`src/rtl/lsc_pkg.sv`:
```
// Shared types and constants of the LRU signature cache.
package lsc_pkg;

    localparam int NODE_W  = 16;
    localparam int BYTE_W  = 48;
    localparam int MM_W    = 16;
    localparam int STAMP_W = 64;
    localparam int CNT_W   = 32;
    localparam int CAP_W   = 5;

    localparam logic [CNT_W-1:0] CNT_MAX = '1;
    localparam logic [CAP_W-1:0] CAP_RESET = 5'd16;

    typedef struct packed {
        logic [NODE_W-1:0] nodes;
        logic [BYTE_W-1:0] live_bytes;
        logic [MM_W-1:0]   matmuls;
    } t_key;

    localparam int KEY_W = $bits(t_key);

    typedef enum logic {
        OP_LOOKUP = 1'b0,
        OP_UPDATE = 1'b1
    } t_opcode;

    typedef enum logic [1:0] {
        ST_IDLE,
        ST_SCAN,
        ST_DECIDE
    } t_state;

    // Control of the scan unit for one cycle.
    typedef struct packed {
        logic clear;
        logic cmp;
    } t_scan_ctl;

endpackage

```
`src/rtl/lsc_if.sv`:
```
// Request and response stream interfaces of the LRU signature cache.
interface lsc_req_if import lsc_pkg::*; #(
    parameter int PAYLOAD_BITS = 64
) ();
    logic                    valid;
    logic                    ready;
    logic                    opcode;
    logic [NODE_W-1:0]       key_node_count;
    logic [BYTE_W-1:0]       key_live_bytes;
    logic [MM_W-1:0]         key_matmul_count;
    logic [PAYLOAD_BITS-1:0] payload_in;

    modport source (
        output valid, opcode, key_node_count, key_live_bytes, key_matmul_count, payload_in,
        input  ready
    );
    modport sink (
        input  valid, opcode, key_node_count, key_live_bytes, key_matmul_count, payload_in,
        output ready
    );
endinterface

interface lsc_rsp_if import lsc_pkg::*; #(
    parameter int PAYLOAD_BITS = 64
) ();
    logic                    valid;
    logic                    ready;
    logic                    found;
    logic [PAYLOAD_BITS-1:0] payload_out;
    logic [CNT_W-1:0]        hit_total;
    logic [CNT_W-1:0]        miss_total;

    modport source (
        output valid, found, payload_out, hit_total, miss_total,
        input  ready
    );
    modport sink (
        input  valid, found, payload_out, hit_total, miss_total,
        output ready
    );
endinterface

```
`src/rtl/lsc_ram.sv`:
```
// Generic single-write, single-read RAM with registered read data.
module lsc_ram #(
    parameter int WIDTH = 8,
    parameter int DEPTH = 16,
    localparam int AW = (DEPTH > 1) ? $clog2(DEPTH) : 1
) (
    input  logic             i_clk,
    input  logic             i_we,
    input  logic [AW-1:0]    i_waddr,
    input  logic [WIDTH-1:0] i_wdata,
    input  logic             i_re,
    input  logic [AW-1:0]    i_raddr,
    output logic [WIDTH-1:0] o_rdata
);

    logic [WIDTH-1:0] r_mem [DEPTH];
    logic [WIDTH-1:0] r_rdata;

    always_ff @(posedge i_clk) begin
        if (i_we) begin
            r_mem[i_waddr] <= i_wdata;
        end
        if (i_re) begin
            r_rdata <= r_mem[i_raddr];
        end
    end

    assign o_rdata = r_rdata;

endmodule

```
`src/rtl/lsc_scan.sv`:
```
// Shared compare unit: key match and oldest-stamp search, one entry per cycle.
module lsc_scan import lsc_pkg::*; #(
    parameter int IW           = 4,
    parameter int PAYLOAD_BITS = 64
) (
    input  logic                    i_clk,
    input  logic                    i_rst_n,
    input  t_scan_ctl               i_ctl,
    input  logic [IW-1:0]           i_idx,
    input  t_key                    i_key,
    input  t_key                    i_ent_key,
    input  logic [STAMP_W-1:0]      i_ent_stamp,
    input  logic [PAYLOAD_BITS-1:0] i_ent_payload,
    output logic                    o_found,
    output logic [IW-1:0]           o_hit_idx,
    output logic [PAYLOAD_BITS-1:0] o_hit_payload,
    output logic [IW-1:0]           o_victim_idx
);

    logic                    r_found;
    logic                    r_first;
    logic [IW-1:0]           r_hit_idx;
    logic [PAYLOAD_BITS-1:0] r_hit_payload;
    logic [STAMP_W-1:0]      r_min_stamp;
    logic [IW-1:0]           r_victim_idx;
    logic                    take_hit;
    logic                    take_min;

    // Only the first match counts; a strictly smaller stamp keeps the lowest index on ties.
    assign take_hit = i_ctl.cmp && !r_found && (i_ent_key == i_key);
    assign take_min = i_ctl.cmp && (r_first || (i_ent_stamp < r_min_stamp));

    always_ff @(posedge i_clk) begin
        if (!i_rst_n) begin
            r_found <= 1'b0;
            r_first <= 1'b1;
        end else if (i_ctl.clear) begin
            r_found <= 1'b0;
            r_first <= 1'b1;
        end else if (i_ctl.cmp) begin
            r_first <= 1'b0;
            if (take_hit) begin
                r_found <= 1'b1;
            end
        end
    end

    always_ff @(posedge i_clk) begin
        if (take_hit) begin
            r_hit_idx     <= i_idx;
            r_hit_payload <= i_ent_payload;
        end
        if (take_min) begin
            r_min_stamp  <= i_ent_stamp;
            r_victim_idx <= i_idx;
        end
    end

    assign o_found       = r_found;
    assign o_hit_idx     = r_hit_idx;
    assign o_hit_payload = r_hit_payload;
    assign o_victim_idx  = r_victim_idx;

endmodule

```
`src/rtl/lru_signature_cache.sv`:
```
// Top level of the fully associative LRU signature cache.
//
// A fully associative cache of ENTRIES slots, keyed by a signature made of a node count,
// a live byte total and a matrix multiply count. Each request transaction is either a
// lookup or an update. A lookup returns found and the stored payload on a hit (zero on a
// miss) and bumps the saturating hit or miss counter; it never changes recency. An update
// whose key is present overwrites that payload and restamps the entry with the next tick;
// otherwise it fills the next free slot while the fill level is below the capacity in use
// (a write of 0 acts as 1, values above ENTRIES act as ENTRIES), or else replaces the
// entry with the smallest stamp, lowest index first on a tie. Lowering the capacity never
// drops entries that are already filled. Entries live in one RAM that is read one entry
// per cycle, and a single compare unit checks the key and tracks the oldest stamp in the
// same pass. After the scan the sequencer commits the result only once the output register
// is free, so a response that has not been taken holds the next one back. The block takes
// no new request while a transaction is in work. The response sits in an output register,
// so a new request can be accepted while the previous response waits to be taken. The user
// must write the capacity register through i_cfg_we and i_cfg_wdata only while idle; the
// block itself does not enforce it.
module lru_signature_cache import lsc_pkg::*; #(
    parameter int ENTRIES      = 16,
    parameter int PAYLOAD_BITS = 64
) (
    input  logic              i_clk,
    input  logic              i_rst_n,
    input  logic              i_cfg_we,
    input  logic [CAP_W-1:0]  i_cfg_wdata,
    lsc_req_if.sink           i_req,
    lsc_rsp_if.source         o_rsp
);

    // Index width for the RAM and fill width that can hold ENTRIES itself.
    localparam int IW     = (ENTRIES > 1) ? $clog2(ENTRIES) : 1;
    localparam int FW     = $clog2(ENTRIES + 1);
    localparam int CMPW   = (FW > CAP_W) ? FW : CAP_W;
    localparam int WORD_W = KEY_W + STAMP_W + PAYLOAD_BITS;

    // Sequencer state.
    t_state r_state;
    t_state n_state;

    // Scan pointer and the read that is in flight.
    logic [FW-1:0] r_ptr;
    logic          r_rvld;
    logic [IW-1:0] r_ridx;

    // The request being worked on.
    logic                    r_op;
    t_key                    r_key;
    logic [PAYLOAD_BITS-1:0] r_pay;

    // Cache bookkeeping and configuration.
    logic [FW-1:0]      r_fill;
    logic [FW-1:0]      n_fill;
    logic [STAMP_W-1:0] r_stamp;
    logic [STAMP_W-1:0] n_stamp;
    logic [CNT_W-1:0]   r_hit;
    logic [CNT_W-1:0]   n_hit;
    logic [CNT_W-1:0]   r_miss;
    logic [CNT_W-1:0]   n_miss;
    logic [CAP_W-1:0]   r_cap;

    // Response register.
    logic                    r_out_vld;
    logic                    r_out_found;
    logic [PAYLOAD_BITS-1:0] r_out_pay;
    logic [CNT_W-1:0]        r_out_hit;
    logic [CNT_W-1:0]        r_out_miss;

    // Sequencer outputs.
    logic      accept;
    logic      rd_en;
    logic      commit;
    logic      wr_en;
    t_scan_ctl scan_ctl;

    // RAM and scan unit signals.
    logic [WORD_W-1:0]       rd_word;
    logic [WORD_W-1:0]       wr_word;
    logic [IW-1:0]           wr_addr;
    t_key                    ent_key;
    logic [STAMP_W-1:0]      ent_stamp;
    logic [PAYLOAD_BITS-1:0] ent_payload;
    logic                    hit_found;
    logic [IW-1:0]           hit_idx;
    logic [PAYLOAD_BITS-1:0] hit_payload;
    logic [IW-1:0]           victim_idx;

    // Decision helpers.
    logic               scan_more;
    logic               out_free;
    logic [CMPW-1:0]    cap_x;
    logic [CMPW-1:0]    cap_eff;
    logic               fill_room;
    logic [STAMP_W-1:0] stamp_inc;
    logic               is_lookup;

    assign scan_more = (r_ptr != r_fill);
    assign out_free  = !r_out_vld || o_rsp.ready;
    assign is_lookup = (r_op == OP_LOOKUP);
    assign stamp_inc = r_stamp + STAMP_W'(1);

    // Effective capacity: zero means one, anything above the slot count means all slots.
    assign cap_x = CMPW'(r_cap);
    always_comb begin
        priority if (cap_x == '0) begin
            cap_eff = CMPW'(1);
        end else if (cap_x > CMPW'(ENTRIES)) begin
            cap_eff = CMPW'(ENTRIES);
        end else begin
            cap_eff = cap_x;
        end
    end
    assign fill_room = (CMPW'(r_fill) < cap_eff);

    // Next state.
    always_comb begin
        n_state = r_state;
        unique case (r_state)
            ST_IDLE: begin
                if (i_req.valid) begin
                    n_state = ST_SCAN;
                end
            end
            ST_SCAN: begin
                // Leave once every filled entry has been read and compared.
                if (!scan_more && !r_rvld) begin
                    n_state = ST_DECIDE;
                end
            end
            ST_DECIDE: begin
                if (out_free) begin
                    n_state = ST_IDLE;
                end
            end
            default: begin
                n_state = ST_IDLE;
            end
        endcase
    end

    // Sequencer outputs.
    always_comb begin
        i_req.ready    = 1'b0;
        rd_en          = 1'b0;
        scan_ctl.clear = 1'b0;
        scan_ctl.cmp   = 1'b0;
        commit         = 1'b0;
        unique case (r_state)
            ST_IDLE: begin
                i_req.ready    = 1'b1;
                scan_ctl.clear = 1'b1;
            end
            ST_SCAN: begin
                rd_en        = scan_more;
                scan_ctl.cmp = r_rvld;
            end
            ST_DECIDE: begin
                commit = out_free;
            end
            default: begin
                i_req.ready = 1'b0;
            end
        endcase
    end

    assign accept = i_req.valid && i_req.ready;
    assign wr_en  = commit && (r_op == OP_UPDATE);

    // Slot to write: the matching entry, else the next free slot, else the oldest entry.
    always_comb begin
        priority if (hit_found) begin
            wr_addr = hit_idx;
        end else if (fill_room) begin
            wr_addr = r_fill[IW-1:0];
        end else begin
            wr_addr = victim_idx;
        end
    end

    assign wr_word = {r_key, stamp_inc, r_pay};
    assign {ent_key, ent_stamp, ent_payload} = rd_word;

    // Next values of the bookkeeping registers.
    always_comb begin
        n_hit   = r_hit;
        n_miss  = r_miss;
        n_fill  = r_fill;
        n_stamp = r_stamp;
        if (commit && is_lookup) begin
            if (hit_found && (r_hit != CNT_MAX)) begin
                n_hit = r_hit + CNT_W'(1);
            end
            if (!hit_found && (r_miss != CNT_MAX)) begin
                n_miss = r_miss + CNT_W'(1);
            end
        end
        if (wr_en) begin
            n_stamp = stamp_inc;
            if (!hit_found && fill_room) begin
                n_fill = r_fill + FW'(1);
            end
        end
    end

    // Control registers.
    always_ff @(posedge i_clk) begin
        if (!i_rst_n) begin
            r_state   <= ST_IDLE;
            r_ptr     <= '0;
            r_rvld    <= 1'b0;
            r_fill    <= '0;
            r_stamp   <= '0;
            r_hit     <= '0;
            r_miss    <= '0;
            r_cap     <= CAP_RESET;
            r_out_vld <= 1'b0;
        end else begin
            r_state <= n_state;
            r_rvld  <= rd_en;
            r_fill  <= n_fill;
            r_stamp <= n_stamp;
            r_hit   <= n_hit;
            r_miss  <= n_miss;
            if (i_cfg_we) begin
                r_cap <= i_cfg_wdata;
            end
            if (accept) begin
                r_ptr <= '0;
            end else if (rd_en) begin
                r_ptr <= r_ptr + FW'(1);
            end
            if (commit) begin
                r_out_vld <= 1'b1;
            end else if (o_rsp.ready) begin
                r_out_vld <= 1'b0;
            end
        end
    end

    // Payload registers.
    always_ff @(posedge i_clk) begin
        if (accept) begin
            r_op              <= i_req.opcode;
            r_key.nodes       <= i_req.key_node_count;
            r_key.live_bytes  <= i_req.key_live_bytes;
            r_key.matmuls     <= i_req.key_matmul_count;
            r_pay             <= i_req.payload_in;
        end
        if (rd_en) begin
            r_ridx <= r_ptr[IW-1:0];
        end
        if (commit) begin
            r_out_found <= hit_found;
            r_out_pay   <= (hit_found && is_lookup) ? hit_payload : '0;
            r_out_hit   <= n_hit;
            r_out_miss  <= n_miss;
        end
    end

    lsc_ram #(
        .WIDTH (WORD_W),
        .DEPTH (ENTRIES)
    ) u_ram (
        .i_clk   (i_clk),
        .i_we    (wr_en),
        .i_waddr (wr_addr),
        .i_wdata (wr_word),
        .i_re    (rd_en),
        .i_raddr (r_ptr[IW-1:0]),
        .o_rdata (rd_word)
    );

    lsc_scan #(
        .IW           (IW),
        .PAYLOAD_BITS (PAYLOAD_BITS)
    ) u_scan (
        .i_clk         (i_clk),
        .i_rst_n       (i_rst_n),
        .i_ctl         (scan_ctl),
        .i_idx         (r_ridx),
        .i_key         (r_key),
        .i_ent_key     (ent_key),
        .i_ent_stamp   (ent_stamp),
        .i_ent_payload (ent_payload),
        .o_found       (hit_found),
        .o_hit_idx     (hit_idx),
        .o_hit_payload (hit_payload),
        .o_victim_idx  (victim_idx)
    );

    assign o_rsp.valid       = r_out_vld;
    assign o_rsp.found       = r_out_found;
    assign o_rsp.payload_out = r_out_pay;
    assign o_rsp.hit_total   = r_out_hit;
    assign o_rsp.miss_total  = r_out_miss;

endmodule

```
`src/flat_wrapper.sv`:
```
// flat-port wrapper written by rule: the top's interface ports become plain ports
module lru_signature_cache_flat import lsc_pkg::*;
#(
    parameter int ENTRIES      = 16,
    parameter int PAYLOAD_BITS = 64
)
  (i_clk, i_rst_n, i_cfg_we, i_cfg_wdata, i_req_valid, i_req_opcode, i_req_key_node_count, i_req_key_live_bytes, i_req_key_matmul_count, i_req_payload_in, i_req_ready, o_rsp_valid, o_rsp_found, o_rsp_payload_out, o_rsp_hit_total, o_rsp_miss_total, o_rsp_ready);
  lsc_req_if #(.PAYLOAD_BITS(PAYLOAD_BITS)) i_req_i ();
  lsc_rsp_if #(.PAYLOAD_BITS(PAYLOAD_BITS)) o_rsp_i ();
  input  logic i_clk;
  input  logic i_rst_n;
  input  logic i_cfg_we;
  input  logic [CAP_W-1:0] i_cfg_wdata;
  input wire logic [$bits(i_req_i.valid)-1:0] i_req_valid;
  input wire logic [$bits(i_req_i.opcode)-1:0] i_req_opcode;
  input wire logic [$bits(i_req_i.key_node_count)-1:0] i_req_key_node_count;
  input wire logic [$bits(i_req_i.key_live_bytes)-1:0] i_req_key_live_bytes;
  input wire logic [$bits(i_req_i.key_matmul_count)-1:0] i_req_key_matmul_count;
  input wire logic [$bits(i_req_i.payload_in)-1:0] i_req_payload_in;
  output wire logic [$bits(i_req_i.ready)-1:0] i_req_ready;
  output wire logic [$bits(o_rsp_i.valid)-1:0] o_rsp_valid;
  output wire logic [$bits(o_rsp_i.found)-1:0] o_rsp_found;
  output wire logic [$bits(o_rsp_i.payload_out)-1:0] o_rsp_payload_out;
  output wire logic [$bits(o_rsp_i.hit_total)-1:0] o_rsp_hit_total;
  output wire logic [$bits(o_rsp_i.miss_total)-1:0] o_rsp_miss_total;
  input wire logic [$bits(o_rsp_i.ready)-1:0] o_rsp_ready;
  assign i_req_i.valid = i_req_valid;
  assign i_req_i.opcode = i_req_opcode;
  assign i_req_i.key_node_count = i_req_key_node_count;
  assign i_req_i.key_live_bytes = i_req_key_live_bytes;
  assign i_req_i.key_matmul_count = i_req_key_matmul_count;
  assign i_req_i.payload_in = i_req_payload_in;
  assign i_req_ready = i_req_i.ready;
  assign o_rsp_valid = o_rsp_i.valid;
  assign o_rsp_found = o_rsp_i.found;
  assign o_rsp_payload_out = o_rsp_i.payload_out;
  assign o_rsp_hit_total = o_rsp_i.hit_total;
  assign o_rsp_miss_total = o_rsp_i.miss_total;
  assign o_rsp_i.ready = o_rsp_ready;
  lru_signature_cache #(.ENTRIES(ENTRIES), .PAYLOAD_BITS(PAYLOAD_BITS)) u_core (.i_clk(i_clk), .i_rst_n(i_rst_n), .i_cfg_we(i_cfg_we), .i_cfg_wdata(i_cfg_wdata), .i_req(i_req_i), .o_rsp(o_rsp_i));
endmodule
```
`config.mk`:
```
export PLATFORM = sky130hd
export DESIGN_NAME = lru_signature_cache_flat
export DESIGN_NICKNAME = d
export VERILOG_FILES = /design/src/rtl/lsc_pkg.sv /design/src/rtl/lsc_if.sv /design/src/rtl/lsc_ram.sv /design/src/rtl/lsc_scan.sv /design/src/rtl/lru_signature_cache.sv /design/src/flat_wrapper.sv
export SDC_FILE = /design/constraint.sdc
export NUM_CORES = 2
export LEC_CHECK = 0
export BUFFER_PORTS_ARGS = -buffer_cell sky130_fd_sc_hd__buf_2
export CAP_MARGIN = 0
export CORE_AREA = 2 2 589 591
export CTS_BUF_LIST = sky130_fd_sc_hd__clkbuf_4 sky130_fd_sc_hd__clkbuf_8
export CTS_CLUSTER_DIAMETER = 200
export CTS_CLUSTER_SIZE = 10
export DETAILED_ROUTE_END_ITERATION = 16
export DIE_AREA = 0 0 591 593
export PLACE_DENSITY = 0.67
export SLEW_MARGIN = 20
export SYNTH_ARGS = -nofsm -noshare
export SYNTH_HDL_FRONTEND = slang
export SYNTH_SLANG_ARGS = --single-unit
```
`constraint.sdc`:
```
create_clock -name i_clk -period 36.4 [get_ports i_clk]
set_clock_uncertainty 0.15 [all_clocks]
set_input_delay 5.46 -clock i_clk [delete_from_list [all_inputs] [get_ports i_clk]]
set_output_delay 5.46 -clock i_clk [all_outputs]
set_load 0.05 [all_outputs]
```
==> metrics.txt <==
PostCTS Resize Cnt=0; WP buf/inv=4; antenna violations before repair=14; RD Place Congestion=between 0.7 and 0.8; RSZ-0062 raised after global routing=false; Max-slew headroom=a little under a quarter; Cells after Synth=~6700; final net count=between 7000 and 8000; achievable frequency=106.4 MHz; Final Setup Violations=0; Slowest Stage Delay on Critical Path=roughly 900 ps; Hold EP=u_core.u_scan.o_hit_payload[28]; Cell Area, Synth=between 0.15 and 0.2 sq mm; Routed WL=335100 um; vias in the first global route=just over 70000; Initial Utilization=44.82%; prevailing post-synth register cell=edfxtp_1; Tmin final=between 9000 and 10000 ps; CP Max Fanout=51; total I/O pin count=~290; mux contribution to synthesized area=15.29%; Die ar.=roughly 0.35 sq mm; CTS Hold Buffers Added=0; WP data arrival=slightly below 10000 ps; syn_area_per_cell=roughly 23 sq um; share of flip-flops with an asynchronous set or reset=0%; cell chain of the critical path=buf_2, nand2b_1, and3_2, nand2_1, nor2_1, a22oi_1, nor2_4, buf_4, buf_4, buf_4; clock buffer depth=4; Max rail drop VDD=roughly 34 uV; largest net degree at the start of global routing=roughly 130; most common cell after layout, fill and taps aside=edfxtp_1; cell mode on critical path=buf_4; Setup WS pre-CTS=25790 ps; number of synthesized flops with an enable pin=approximately 4000; die height=approximately 590 um; gr usage total=between 10% and 20%; Slew @ Worst Pin=around 1100 ps; # rows=~220; Tot Pwr=between 8 and 9 mW; TNS Setup=0 ps; Pre-Repair DR Iteration Count=6; adder-cell share of the synthesized area=less than 1%; synth-to-layout area growth=9.902%; Final Hold Vio Count=0; RR Endpoint=u_core.u_ram.o_rdata[55]; DR vias=between 60000 and 70000; worst hold path cell count=0; CP Class=primary input to register; synth warn=0; CP Capture Type=register; Compound-Gate Fraction of Synth Area=less than 1%; Synth Net Count=approximately 6900; R2R cell count=7; drt via density=between 5 and 6; Pleak=51.28 nW; clk sinks=4099; H-tree Lvls=5; clock-pin slew on the worst setup and hold paths=around 70 ps; sequential fraction of the synthesis area=roughly 80%; Num CTS Buffers=roughly 450; core area=between 0.3 and 0.4 sq mm; Clock Latency Late Sink=between 1000 and 1500 ps; status=completed; hold path start=u_core.u_ram.o_rdata[28]; CTS tree=yes; crit path launch type=primary input; setup ws final=~27000 ps; first-pass GRT wire length=491700 um; number of DRC markers in iteration 0=7303; largest family of logic cells by synthesized area=multiplexers; Root Buffer=clkbuf_8; Post-DP HPWL=between 150000 and 200000 um; Routed Antenna Nets=0; layout cells sized above 1=roughly 29%; Post-Synth Simple-Gate Area=under 10%; drt drc=0; xor-xnor portion of the synthesized cell area=1.282%; Post-CTS Setup Inserts=0; most frequent cells in the layout=edfxtp_1 (3950), mux4_2 (1040), clkbuf_8 (451); Crit path max-delay family=buffers and inverters; global route overflow=0; Unique masters post-synth=67; Die Width=between 500 and 600 um; CP required=between 30000 and 40000 ps; worst min path class=register to register; Max-Cap Viols=0; setup slack, reg-to-reg=~30000 ps; CP max stage cell=buf_4; PortBufs=between 200 and 300; Pwr Density=~48 mW/mm^2; Period Utilization, post-route=between 20% and 30%; DR WL/cell=~28 um; final slew viol count=0; Filler cells=roughly 27000; register bit total from synthesis=~4100; R2R Path Start=u_core.r_ptr[0]
report_power, final:
part	internal [mW]	total, mW	switching, mW
Combinational	0.0403	0.128	0.0875
Clock	1.23	2.75	1.52
Sequential	5.20	5.27	0.0658
Total	6.47	8.14	1.68
synthesized netlist by cell type, types with 4 or more instances:
library cell | instances | area [sq um]
a21o_1 | 4 | 30.03
a21oi_1 | 47 | 235.2
a22oi_1 | 7 | 52.55
a31oi_1 | 4 | 25.02
and2_1 | 136 | 850.8
and3_1 | 22 | 137.6
and4_1 | 13 | 113.9
buf_1 | 71 | 266.5
buf_2 | 5 | 25.02
clkbuf_1 | 213 | 799.5
dfxtp_1 | 149 | 2983
edfxtp_1 | 3950 | 118600
ha_1 | 72 | 900.9
inv_1 | 107 | 401.6
mux2i_1 | 16 | 160.2
mux4_2 | 1040 | 23420
nand2_1 | 109 | 409.1
nand2b_1 | 33 | 206.5
nand3_1 | 84 | 420.4
nand4_1 | 47 | 294.0
nor2_1 | 130 | 488.0
nor2b_1 | 12 | 75.07
nor3_1 | 49 | 245.2
nor4_1 | 34 | 212.7
o2111ai_1 | 6 | 52.55
o211ai_1 | 4 | 30.03
o21ai_0 | 30 | 150.1
o22ai_1 | 7 | 43.79
o31ai_1 | 7 | 52.55
or2_2 | 7 | 43.79
or3_1 | 16 | 100.1
or4_1 | 12 | 90.09
xnor2_1 | 97 | 849.6
xor2_1 | 129 | 1130
per-layer routing:
metal / wire length [um] / share of wire, % / global-route usage [%]
met1: 138800 / 41 / 26.55
met3: 23050 / 6.9 / 3.116
met5: 14 / 0.0042 / 0
met4: 7903 / 2.4 / 4.845
met2: 165300 / 49 / 31.34
logic make-up (layout without fill, tap and decap cells):
logic type / Yosys count / count (layout)
flops: 4099 / 4099
mux: 1059 / 1059
simple gates: 722 / 722
buf+inv: 396 / 1122
xor+xnor: 226 / 226
compound gates: 148 / 148
fa+ha+maj: 72 / 72
other cells: 0 / 5
worst max-delay path by stage:
stage | startpoint | endpoint | cells after the start
floorplan | o_rsp_ready | u_core.u_ram.r_mem[8][0] | 7
global placement | o_rsp_ready | u_core.u_ram.r_mem[0][25] | 10
detailed placement | o_rsp_ready | u_core.u_ram.r_mem[0][25] | 10
CTS | o_rsp_ready | u_core.u_ram.r_mem[0][154] | 10
global route | o_rsp_ready | u_core.u_ram.r_mem[0][135] | 10
finish | o_rsp_ready | u_core.u_ram.r_mem[0][135] | 10
layout make-up:
cell class                 count  area [sq um]  share of cell area (%)
clock inverter                23         321.6                  0.1895
multi-input combinational   2227         31820                   18.75
tap                         4578          5728                   3.375
sequential                  4099        121600                   71.66
timing repair buffer         442          2874                   1.693
antenna                        5         12.51                0.007372
clock buffer                 550          6950                   4.095
inverter                     107         401.6                  0.2366
through the flow:
stage               hold slack [ps]  std cells  utilization [%]  cell area (sq um)
CTS                           266.7      12024            49.17             169400
global placement              254.3      11449            47.03             162100
finish                        271.6      12031            49.25             169700
global route                  275.6      12029            49.25             169700
detailed placement            255.7      11451            47.06             162200
floorplan                     250.3       6722                -             154400
flip-flops by register name, indices dropped and copies added, names as in the netlist, 64 cells and up:
| name | cells |
|---|---|
| u_core.r_pay | 64 |
| u_core.u_scan.r_min_stamp | 64 |
| u_core.u_ram.o_rdata | 208 |
| u_core.r_key | 80 |
| u_core.r_stamp | 64 |
| u_core.u_ram.r_mem | 3328 |
| u_core.o_rsp.payload_out | 64 |
| u_core.u_scan.o_hit_payload | 64 |
Power figures use the tool's default switching activity.
